**src/rtl/mpb_pkg.sv**
```systemverilog
package mpb_pkg;

  localparam int LEVEL_W      = 24;
  localparam int ENV_W        = LEVEL_W - 1;
  localparam int COEF_W       = 13;
  localparam int ATTACK_SHIFT = 16;
  localparam int PROD_W       = ENV_W + COEF_W;
  localparam int INC_W        = PROD_W - ATTACK_SHIFT;

  // 0.1 as 6554 / 65536
  localparam logic [COEF_W-1:0] ATTACK_COEF = COEF_W'(6554);
  localparam logic [ENV_W-1:0]  ENV_MAX     = '1;

  localparam int NUM_LANES  = 2;
  localparam int IN_DATA_W  = ((NUM_LANES * LEVEL_W + 7) / 8) * 8;
  localparam int OUT_DATA_W = ((2 * NUM_LANES * LEVEL_W + 7) / 8) * 8;

  localparam int CFG_ADDR_W = 2;
  localparam int CFG_DATA_W = LEVEL_W;

  localparam logic [CFG_ADDR_W-1:0] CFG_METER_MODE     = 2'd0;
  localparam logic [CFG_ADDR_W-1:0] CFG_STEREO_ENABLE  = 2'd1;
  localparam logic [CFG_ADDR_W-1:0] CFG_BALANCE_ENABLE = 2'd2;
  localparam logic [CFG_ADDR_W-1:0] CFG_BALANCE_LEVEL  = 2'd3;

  localparam logic [1:0] MODE_PEAK     = 2'd1;
  localparam logic [1:0] MODE_RMS_PEAK = 2'd2;

  typedef struct packed {
    logic                      balance_enable;
    logic signed [LEVEL_W-1:0] balance_level;
  } lane_cfg_t;

  typedef struct packed {
    logic signed [LEVEL_W-1:0] peak;
    logic [ENV_W-1:0]          env;
  } lane_out_t;

endpackage

```
**src/rtl/mpb_lane.sv**
```systemverilog
module mpb_lane
  import mpb_pkg::*;
(
  input  logic                      clk,
  input  logic                      rst_n,
  input  logic                      upd,
  input  logic signed [LEVEL_W-1:0] level,
  input  logic                      preset,
  input  logic signed [LEVEL_W-1:0] preset_level,
  input  lane_cfg_t                 cfg,
  output lane_out_t                 state_nxt
);

  logic signed [LEVEL_W-1:0] peak_r, peak_nxt;
  logic [ENV_W-1:0]          env_r, env_nxt;

  logic                      jump;
  logic signed [LEVEL_W:0]   pdiff, pstep, psum;
  logic signed [LEVEL_W-1:0] peak_upd;

  logic [LEVEL_W-1:0]        mag;
  logic [ENV_W-1:0]          absval;
  logic signed [LEVEL_W-1:0] ediff, equarter, edown;
  logic [PROD_W-1:0]         prod;
  logic [ENV_W:0]            eup;
  logic [ENV_W-1:0]          env_upd;

  always_comb begin
    if (cfg.balance_enable && (level <= cfg.balance_level)) begin
      jump = (peak_r > level);
    end else if (cfg.balance_enable) begin
      jump = (peak_r <= level);
    end else begin
      jump = (peak_r < level);
    end
    pdiff = {level[LEVEL_W-1], level} - {peak_r[LEVEL_W-1], peak_r};
    pstep = pdiff >>> 2;
    psum  = {peak_r[LEVEL_W-1], peak_r} + pstep;
    // the quarter step always lands between old peak and level
    peak_upd = jump ? level : psum[LEVEL_W-1:0];
  end

  always_comb begin
    mag    = level[LEVEL_W-1] ? LEVEL_W'(-level) : LEVEL_W'(level);
    // most negative level has no positive twin
    absval = mag[LEVEL_W-1] ? ENV_MAX : mag[ENV_W-1:0];
    ediff  = $signed({1'b0, absval}) - $signed({1'b0, env_r});
    prod   = PROD_W'(ediff[ENV_W-1:0]) * PROD_W'(ATTACK_COEF);
    eup    = {1'b0, env_r} + (ENV_W+1)'(prod[PROD_W-1:ATTACK_SHIFT]);
    equarter = ediff >>> 2;
    edown  = $signed({1'b0, env_r}) + equarter;
    if (!ediff[LEVEL_W-1] && (ediff != '0)) begin
      env_upd = eup[ENV_W] ? ENV_MAX : eup[ENV_W-1:0];
    end else begin
      env_upd = edown[LEVEL_W-1] ? '0 : edown[ENV_W-1:0];
    end
  end

  always_comb begin
    peak_nxt = peak_r;
    env_nxt  = env_r;
    if (preset) begin
      peak_nxt = preset_level;
    end else if (upd) begin
      peak_nxt = peak_upd;
      env_nxt  = env_upd;
    end
    state_nxt.peak = peak_nxt;
    state_nxt.env  = env_nxt;
  end

  always_ff @(posedge clk) begin
    if (!rst_n) begin
      peak_r <= '0;
      env_r  <= '0;
    end else begin
      peak_r <= peak_nxt;
      env_r  <= env_nxt;
    end
  end

  a_preset_loads: assert property (@(posedge clk) disable iff (!rst_n)
    preset |=> peak_r == $past(preset_level))
    else $error("peak not preset to balance level");

  a_idle_holds: assert property (@(posedge clk) disable iff (!rst_n)
    !preset && !upd |=> $stable(peak_r) && $stable(env_r))
    else $error("lane state moved without an item");

  a_jump_takes_level: assert property (@(posedge clk) disable iff (!rst_n)
    !preset && upd && jump |=> peak_r == $past(level))
    else $error("peak did not jump to level");

endmodule

```
**src/rtl/mpb_merge.sv**
```systemverilog
module mpb_merge
  import mpb_pkg::*;
(
  input  logic                  clk,
  input  logic                  rst_n,
  input  logic                  push,
  input  logic [1:0]            meter_mode,
  input  lane_out_t             lane_res [NUM_LANES],
  output logic                  in_tready,
  output logic                  out_tvalid,
  input  logic                  out_tready,
  output logic [OUT_DATA_W-1:0] out_tdata
);

  logic [OUT_DATA_W-1:0] item;
  logic [OUT_DATA_W-1:0] main_r, main_nxt, skid_r, skid_nxt;
  logic                  main_valid_r, main_valid_nxt, skid_valid_r, skid_valid_nxt;
  logic                  pop;

  always_comb begin
    item = '0;
    for (int i = 0; i < NUM_LANES; i++) begin
      item[i*LEVEL_W +: LEVEL_W] = (meter_mode == MODE_RMS_PEAK) ?
                                   LEVEL_W'(lane_res[i].env) : lane_res[i].peak;
      item[(NUM_LANES+i)*LEVEL_W +: LEVEL_W] = lane_res[i].peak;
    end
  end

  assign pop       = main_valid_r && out_tready;
  assign in_tready = !skid_valid_r;

  always_comb begin
    main_nxt       = main_r;
    skid_nxt       = skid_r;
    main_valid_nxt = main_valid_r;
    skid_valid_nxt = skid_valid_r;
    if (push && (!main_valid_r || pop)) begin
      main_nxt       = item;
      main_valid_nxt = 1'b1;
    end else if (push) begin
      skid_nxt       = item;
      skid_valid_nxt = 1'b1;
    end else if (pop && skid_valid_r) begin
      main_nxt       = skid_r;
      skid_valid_nxt = 1'b0;
    end else if (pop) begin
      main_valid_nxt = 1'b0;
    end
  end

  always_ff @(posedge clk) begin
    if (!rst_n) begin
      main_valid_r <= 1'b0;
      skid_valid_r <= 1'b0;
    end else begin
      main_valid_r <= main_valid_nxt;
      skid_valid_r <= skid_valid_nxt;
    end
  end

  always_ff @(posedge clk) begin
    main_r <= main_nxt;
    skid_r <= skid_nxt;
  end

  assign out_tvalid = main_valid_r;
  assign out_tdata  = main_r;

  a_skid_needs_main: assert property (@(posedge clk) disable iff (!rst_n)
    skid_valid_r |-> main_valid_r)
    else $error("skid entry held with empty output stage");

  a_skid_holds: assert property (@(posedge clk) disable iff (!rst_n)
    skid_valid_r && !pop |=> skid_valid_r && $stable(skid_r))
    else $error("skid entry lost while output stalled");

  a_item_lands: assert property (@(posedge clk) disable iff (!rst_n)
    push && (!main_valid_r || pop) |=> main_valid_r && main_r == $past(item))
    else $error("item not loaded into output stage");

  a_skid_drains: assert property (@(posedge clk) disable iff (!rst_n)
    pop && skid_valid_r |=> main_valid_r && main_r == $past(skid_r))
    else $error("skid entry not moved to output stage");

endmodule

```
**src/rtl/meter_peak_rms_ballistics_core.sv**
```systemverilog
// Peak and envelope level meter for two channels. Each input item is one meter tick carrying
// the latest left and right levels (signed, 20 fractional bits); each tick returns one
// result with the shown value and the peak tracker value of both channels. Without balance
// the peak jumps to a louder level (with balance, down to a level at or below the balance
// level, else up); otherwise it moves a quarter of the way toward it. The envelope of the
// absolute level rises by 0.1 and falls by 0.25 of the difference. Both channels run in
// parallel lanes, so one item is taken every clock cycle unless the output stage is full;
// each lane uses one 23x13 constant multiply and adds. A two-entry output stage lets input
// keep flowing while a result waits. The user must write configuration only while idle;
// the block does not enforce it. Writing the balance level also presets both peak trackers
// to it. In mono only the left channel is updated and the right values are reported as held.
module meter_peak_rms_ballistics_core
  import mpb_pkg::*;
(
  input  logic                  clk,
  input  logic                  rst_n,
  input  logic                  in_tvalid,
  output logic                  in_tready,
  input  logic [IN_DATA_W-1:0]  in_tdata,   // level_left, level_right
  output logic                  out_tvalid,
  input  logic                  out_tready,
  output logic [OUT_DATA_W-1:0] out_tdata,  // display_left, display_right, peak_left, peak_right
  input  logic                  cfg_wen,
  input  logic [CFG_ADDR_W-1:0] cfg_addr,
  input  logic [CFG_DATA_W-1:0] cfg_wdata
);

  logic [1:0]                meter_mode_r, meter_mode_nxt;
  logic                      stereo_r, stereo_nxt;
  logic                      bal_en_r, bal_en_nxt;
  logic signed [LEVEL_W-1:0] bal_lvl_r, bal_lvl_nxt;

  logic                      push;
  logic                      preset;
  logic                      lane_upd [NUM_LANES];
  lane_cfg_t                 lane_cfg;
  lane_out_t                 lane_res [NUM_LANES];

  always_comb begin
    meter_mode_nxt = meter_mode_r;
    stereo_nxt     = stereo_r;
    bal_en_nxt     = bal_en_r;
    bal_lvl_nxt    = bal_lvl_r;
    if (cfg_wen) begin
      case (cfg_addr)
        CFG_METER_MODE:     meter_mode_nxt = cfg_wdata[1:0];
        CFG_STEREO_ENABLE:  stereo_nxt     = cfg_wdata[0];
        CFG_BALANCE_ENABLE: bal_en_nxt     = cfg_wdata[0];
        CFG_BALANCE_LEVEL:  bal_lvl_nxt    = $signed(cfg_wdata[LEVEL_W-1:0]);
        default:            ;
      endcase
    end
  end

  always_ff @(posedge clk) begin
    if (!rst_n) begin
      meter_mode_r <= MODE_PEAK;
      stereo_r     <= 1'b0;
      bal_en_r     <= 1'b0;
      bal_lvl_r    <= '0;
    end else begin
      meter_mode_r <= meter_mode_nxt;
      stereo_r     <= stereo_nxt;
      bal_en_r     <= bal_en_nxt;
      bal_lvl_r    <= bal_lvl_nxt;
    end
  end

  assign push   = in_tvalid && in_tready;
  assign preset = cfg_wen && (cfg_addr == CFG_BALANCE_LEVEL);

  assign lane_cfg.balance_enable = bal_en_r;
  assign lane_cfg.balance_level  = bal_lvl_r;

  // left lane always runs, right lane only in stereo
  assign lane_upd[0] = push;
  assign lane_upd[1] = push && stereo_r;

  for (genvar i = 0; i < NUM_LANES; i++) begin : g_lane
    mpb_lane u_lane (
      .clk          (clk),
      .rst_n        (rst_n),
      .upd          (lane_upd[i]),
      .level        ($signed(in_tdata[i*LEVEL_W +: LEVEL_W])),
      .preset       (preset),
      .preset_level ($signed(cfg_wdata[LEVEL_W-1:0])),
      .cfg          (lane_cfg),
      .state_nxt    (lane_res[i])
    );
  end

  mpb_merge u_merge (
    .clk        (clk),
    .rst_n      (rst_n),
    .push       (push),
    .meter_mode (meter_mode_r),
    .lane_res   (lane_res),
    .in_tready  (in_tready),
    .out_tvalid (out_tvalid),
    .out_tready (out_tready),
    .out_tdata  (out_tdata)
  );

endmodule
```
**config.mk**
```make
export PLATFORM = sky130hd
export DESIGN_NAME = meter_peak_rms_ballistics_core
export DESIGN_NICKNAME = d
export VERILOG_FILES = /design/src/rtl/mpb_pkg.sv /design/src/rtl/mpb_lane.sv /design/src/rtl/mpb_merge.sv /design/src/rtl/meter_peak_rms_ballistics_core.sv
export SDC_FILE = /design/constraint.sdc
export NUM_CORES = 2
export LEC_CHECK = 0
export ABC_AREA = 1
export BUFFER_PORTS_ARGS = -buffer_cell sky130_fd_sc_hd__buf_4
export CORE_MARGIN = 5
export CORE_UTILIZATION = 60
export CTS_CLUSTER_DIAMETER = 50
export DETAILED_ROUTE_END_ITERATION = 12
export PLACE_DENSITY_LB_ADDON = 0.05
export SYNTH_ARGS = -nofsm -noshare
export SYNTH_HDL_FRONTEND = slang
export SYNTH_HIERARCHICAL = 1
export SYNTH_SLANG_ARGS = --single-unit
```
**constraint.sdc**
```tcl
create_clock -name clk -period 12.7 [get_ports clk]
set_input_delay 0.635 -clock clk [delete_from_list [all_inputs] [get_ports clk]]
set_output_delay 0.635 -clock clk [all_outputs]
set_load 0.05 [all_outputs]
```
* Word level (Yosys, flattened, before mapping)
Index checks and enable logic that the tools add are counted.
** Storage, ports and cells
- Flip-flop bits (word level) :: 316
- Bits in latches :: 0
- Bits in writable memories :: 0
- Bits in read-only memories :: 0
- Output and inout bits :: 98
- Word-level logic and storage cells :: 105
- Memories :: 0
** Operators by class
- $add $sub $neg :: 12
- Multiply operators :: 2
- Div/mod/pow operators :: 0
- Magnitude comparators :: 8
- Equality and inequality tests :: 6
- Shift-type cells :: 0
- Mux-type cells :: 35
- Bitwise operators :: 1
- Reductions and logical operators :: 29
** Operators with widths (number)
- two-way mux 96 bit :: 3
- two-way mux 23 bit :: 12
- two-way mux 24 bit :: 10
- less-or-equal comparator 24 bit :: 4
- multiplier 23 x 12 -> 35 bit, second input constant :: 2
- subtractor 24 x 24 -> 25 bit :: 2
- adder 23 x 20 -> 24 bit :: 2
- adder 24 x 22 -> 24 bit :: 2
- adder 24 x 23 -> 24 bit :: 2
- > comparator 24 bit :: 2
- less-than comparator 24 bit :: 2
- negation 24 bit :: 2
- nonzero test 24 bit :: 2
- subtractor 23 x 23 -> 24 bit :: 2
- AND reduction 2 bit :: 7
- logical AND 1 bit :: 10
- two-way mux 1 bit :: 10
- == test 2 bit, second input constant :: 3
- nonzero test 2 bit :: 3
- zero test 1 bit :: 4
- != test 2 x 1 -> 1 bit, second input constant :: 2
- AND reduction 3 bit :: 1
- == test 2 x 1 -> 1 bit, second input constant :: 1
- zero test 2 bit :: 1
- 2 further kinds :: 2

* Logic depth before layout (Yosys ltp)
- Word-level depth :: 12
- Mapped depth :: 65
- Depth with buffers taken out :: 65

* Cells and area by module
The synthesis kept the hierarchy.
** Modules (own cells, without submodules)
- mpb_lane (g_lane[0].u_lane) :: times used 1, cells each 2574, area an instance 16239.3 µm², seq. area each 940.9 µm²
- mpb_lane (g_lane[1].u_lane) :: times used 1, cells each 2543, area an instance 16119.2 µm², seq. area each 940.9 µm²
- mpb_merge :: times used 1, cells each 676, area an instance 7822.5 µm², seq. area each 5805.6 µm²
- meter_peak_rms_ballistics_core :: times used 1, cells each 185, area an instance 1199.9 µm², seq. area each 560.5 µm²

* Worst setup path after synthesis
No wires, ideal clock.
- Path kind :: input to register
- Start :: input in_tdata[24]
- End :: register u_merge.main_r[33], in the netlist u_merge/out_tdata[33] (data pin)
- Arrival time :: 9.209 ns
- Required time :: 12.448 ns
- Path slack :: 3.238 ns
- Cell stages on the path :: 54
- Path buffers :: 1
- Path through :: inv_1 > nand4_1 > nor3_2 > nand3_1 > nor3_2 > nand3_1 > inv_1 > nand3_1 > nor2_1 > nand2_1 > inv_1 > nand3_1 > inv_1 > nor2_1 > ha_1 > fa_1 > nor4_2 > o21ai_1 > (+18 left out) > xor2_1 > ha_1 > a21oi_1 > o21ai_0 > o21bai_1 > nand2_1 > nand3_1 > nand3_1 > clkbuf_1 > nand3_1 > nand3_1 > nand3_1 > nand2_1 > inv_1 > nand3_1 > nand2_1 > nand2_1 > nand2_1
** RTL lines
- start, declared :: line meter_peak_rms_ballistics_core.sv:19 : input logic [IN_DATA_W-1:0] in_tdata,
- end signal, assigned :: line mpb_merge.sv:62 : main_r <= main_nxt;
- end, declared :: line mpb_merge.sv:16 : logic [OUT_DATA_W-1:0] main_r, main_nxt, skid_r, skid_nxt;

==> impl_metrics.toml <==
[die]
core_area_um2 = 68470
fp.dieH_um = 272.6
initial_core_util = 0.6044
die-area_um2 = 74320
pin_count = 177
fp.dieW_um = 272.6
row_count = 96

[worst_setup_path]
cp_data_arrival_time_ns = 11.94
worstPathMaxFanout = 23
crit_path_end_kind = "flip-flop"
crit_top_cell = "nand3_1"
r2r-end = "u_merge/out_tdata[8]"
r2r_slack_ns = 2.65
r2r-start = "g_lane[0].u_lane/env_r[6]"
slowest_stage = "nand3_1"
path_class = "input pin to flip-flop"
slowest_delay_ns = 0.71
rr_worst_depth = 41
startpoint_type = "input pin"
crit_required_ns = 13.12

[clock_network]
clkTransAtPathRegs_ns = 0.07
cts_root_buffer = "clkbuf_16"
cts_buffers = 35
cts_tree = "done"
post-cts-setup-buffers = 0
clock-sinks = 316
cts_max_path_buffers = 3
insertion_delay_ns = 0.54
ctsHoldBuffers = 0
h-tree-depth = 2
cts_resized = 0

[global_route]
grt_pass1_wl_mm = 207.9
grt_max_degree = 59
antenna_found_initial = 1
grt_pass1_vias = 37450
grt_usage = 0.3513
gr-total-overflow = 0

[detailed_routing]
ant_nets = 0
dr.pass1.iters = 7
routed_wl_mm = 134.6
drt_iter0_drc = 3954
routed_via_density = 5.633
wl_per_cell_um = 19.22
num_vias = 39450
drc = 0

[finish]
num_antenna_cells = 0
nets = 6913
utilization = 0.6499
fillers = 6477
area_growth_pct = 7.523
drive_above_1_share = 0.06094

[synth]
async_reset_ff_frac = 0
ys_types = 60
synth_warnings = 6
synth_top_area_share = 0.1699
avgSynthCellArea_um2 = 6.922
yosysSeqAreaShare = 0.1993
synth_top_cells_by_area = "ha_1 17%, nand2_1 14%, edfxtp_1 14%"
ys_ff_latch = 316
syn_nets = 6797
syn_inst = 5978
yosys.area.top_type = "ha_1"
syn_area_um2 = 41380
synthFlopType = "edfxtp_1"
synth_edf_count = 192

[hold_path]
worstHoldPathType = "input pin to flip-flop"
min_to = "bal_lvl_r[17]"
min_path_cells = 3
hold_path.startpoint = "cfg_wdata[17]"

[sta]
maxSlewViolCount = 0
relSlewSlack = 0.3152
worst_pin_slew_ns = 1.024
finalClockSkew_ns = 0.02190
finalCritPeriodShare = 0.9075
fmax_mhz = 86.77
rsz0062_at_grt = "false"
setup_tns_ns = 0
fin_crit_ns = 11.53
hold_viol_final = 0
setup_viol = 0

[placement]
io_buffers = 176
place_hpwl_mm = 110.3
routabilityCongestion = 1.074

[flow_run]
drv_cap = 0

[run_status]
status = "finished clean"
## cell type report
| class | count | area [µm²] | share of cell area |
|---|---|---|---|
| repair buffers | 207 | 1554 | 0.03493 |
| clock buffers | 40 | 925.9 | 0.02081 |
| clock inverters | 24 | 219.0 | 0.004921 |
| inverters | 1108 | 4163 | 0.09356 |
| flip-flops and latches | 316 | 8249 | 0.1854 |
| well taps | 882 | 1104 | 0.02480 |
| multi-input cells | 4426 | 28280 | 0.6356 |
## kinds of logic after synthesis
kind of cell	synth area share
compound gates	0.09821
simple gates	0.2712
fa+ha+maj	0.2560
xor+xnor	0.05745
flops	0.1993
buf+inv	0.1178
## worst max-delay path: cells and delay by family
| family | cells | cell delay (ns) |
|---|---|---|
| xor gates and xnor gates | 2 | 0.62 |
| and+or+nand+nor | 28 | 4.80 |
| adders and majority gates | 9 | 3.62 |
| AOI/OAI and AO/OA | 6 | 1.18 |
| buffers and inverters | 10 | 1.10 |
## registers in the layout, indices dropped and copies added, names as in the netlist
signal,flops
meter_mode_r,2
bal_en_r,1
u_merge/out_tvalid,1
u_merge/skid_valid_r,1
bal_lvl_r,24
u_merge/skid_r,96
g_lane.u_lane/env_r,46
u_merge/out_tdata,96
stereo_r,1
g_lane.u_lane/peak_r,48
## cells in the mapped netlist (13+ instances only)
master / n
o21ai_1: 15
or2_2: 18
inv_2: 13
o21ai_0: 163
fa_1: 178
o21bai_1: 44
buf_2: 45
inv_1: 1092
o21a_1: 16
a21oi_1: 371
clkbuf_1: 51
a31oi_1: 30
edfxtp_1: 192
buf_6: 18
dfxtp_1: 124
ha_1: 562
nor2_2: 13
xor2_1: 155
nor3_1: 43
nand3_1: 422
nor2_1: 539
nand3b_1: 13
nand2_1: 1538
nand4_1: 51
xnor2_1: 99
nand2_2: 15
a21o_1: 37
## cells in the final DEF, fill, tap and decap left out, types with 11 or more instances in the layout
cell type | synthesis | routed
a21o_1 | 37 | 37
a21oi_1 | 371 | 371
a31oi_1 | 30 | 30
buf_4 | 11 | 207
clkbuf_16 | 0 | 36
dfxtp_1 | 124 | 123
edfxtp_1 | 192 | 192
fa_1 | 178 | 178
ha_1 | 562 | 562
inv_1 | 1092 | 1090
inv_2 | 13 | 13
nand2_1 | 1538 | 1536
nand2_2 | 15 | 15
nand3_1 | 422 | 422
nand3b_1 | 13 | 13
nand4_1 | 51 | 51
nor2_1 | 539 | 537
nor2_2 | 13 | 15
nor3_1 | 43 | 43
nor4_1 | 11 | 11
o21a_1 | 16 | 16
o21ai_0 | 163 | 163
o21ai_1 | 15 | 15
o21bai_1 | 44 | 44
or2_2 | 18 | 18
xnor2_1 | 99 | 99
xor2_1 | 155 | 155
## through the flow
step / instance area (µm²) / hold slack, ns / worst slack, ns / cells
2_1_floorplan: 41380 / 0.4284 / 3.238 / 5978
3_3_place_gp: 43350 / 0.4589 / 1.037 / 6939
3_5_place_dp: 43350 / 0.4502 / 0.7979 / 6939
4_1_cts: 44490 / 0.3556 / 1.317 / 7003
5_1_grt: 44490 / 0.3799 / 0.09389 / 7003
6_report: 44490 / 0.3628 / 1.175 / 7003
## worst max path at each step
stage               depth (start not counted)    startpoint  slack [ns]               endpoint
finish                                     55  in_tdata[24]        1.17  u_merge/out_tdata[42]
global route                               55  in_tdata[24]        0.09  u_merge/out_tdata[35]
floorplan                                  54  in_tdata[24]        3.24  u_merge/out_tdata[33]
detailed placement                         56  in_tdata[24]        0.80  u_merge/out_tdata[42]
CTS                                        56  in_tdata[24]        1.32  u_merge/out_tdata[46]
global placement                           55  in_tdata[24]        1.04  u_merge/out_tdata[35]
## routing by layer
metal  vias up  part of all wire  GRT usage
met2      1673              0.45     0.5691
met1     18190              0.42     0.4803
met4         0             0.045     0.1266
met3       298             0.085    0.05259
met5         -                 0          0
li1      19280                 -          -
Power is not shown: default switching activity piles up to over one toggle a cycle in this logic, so the estimate is an artifact.
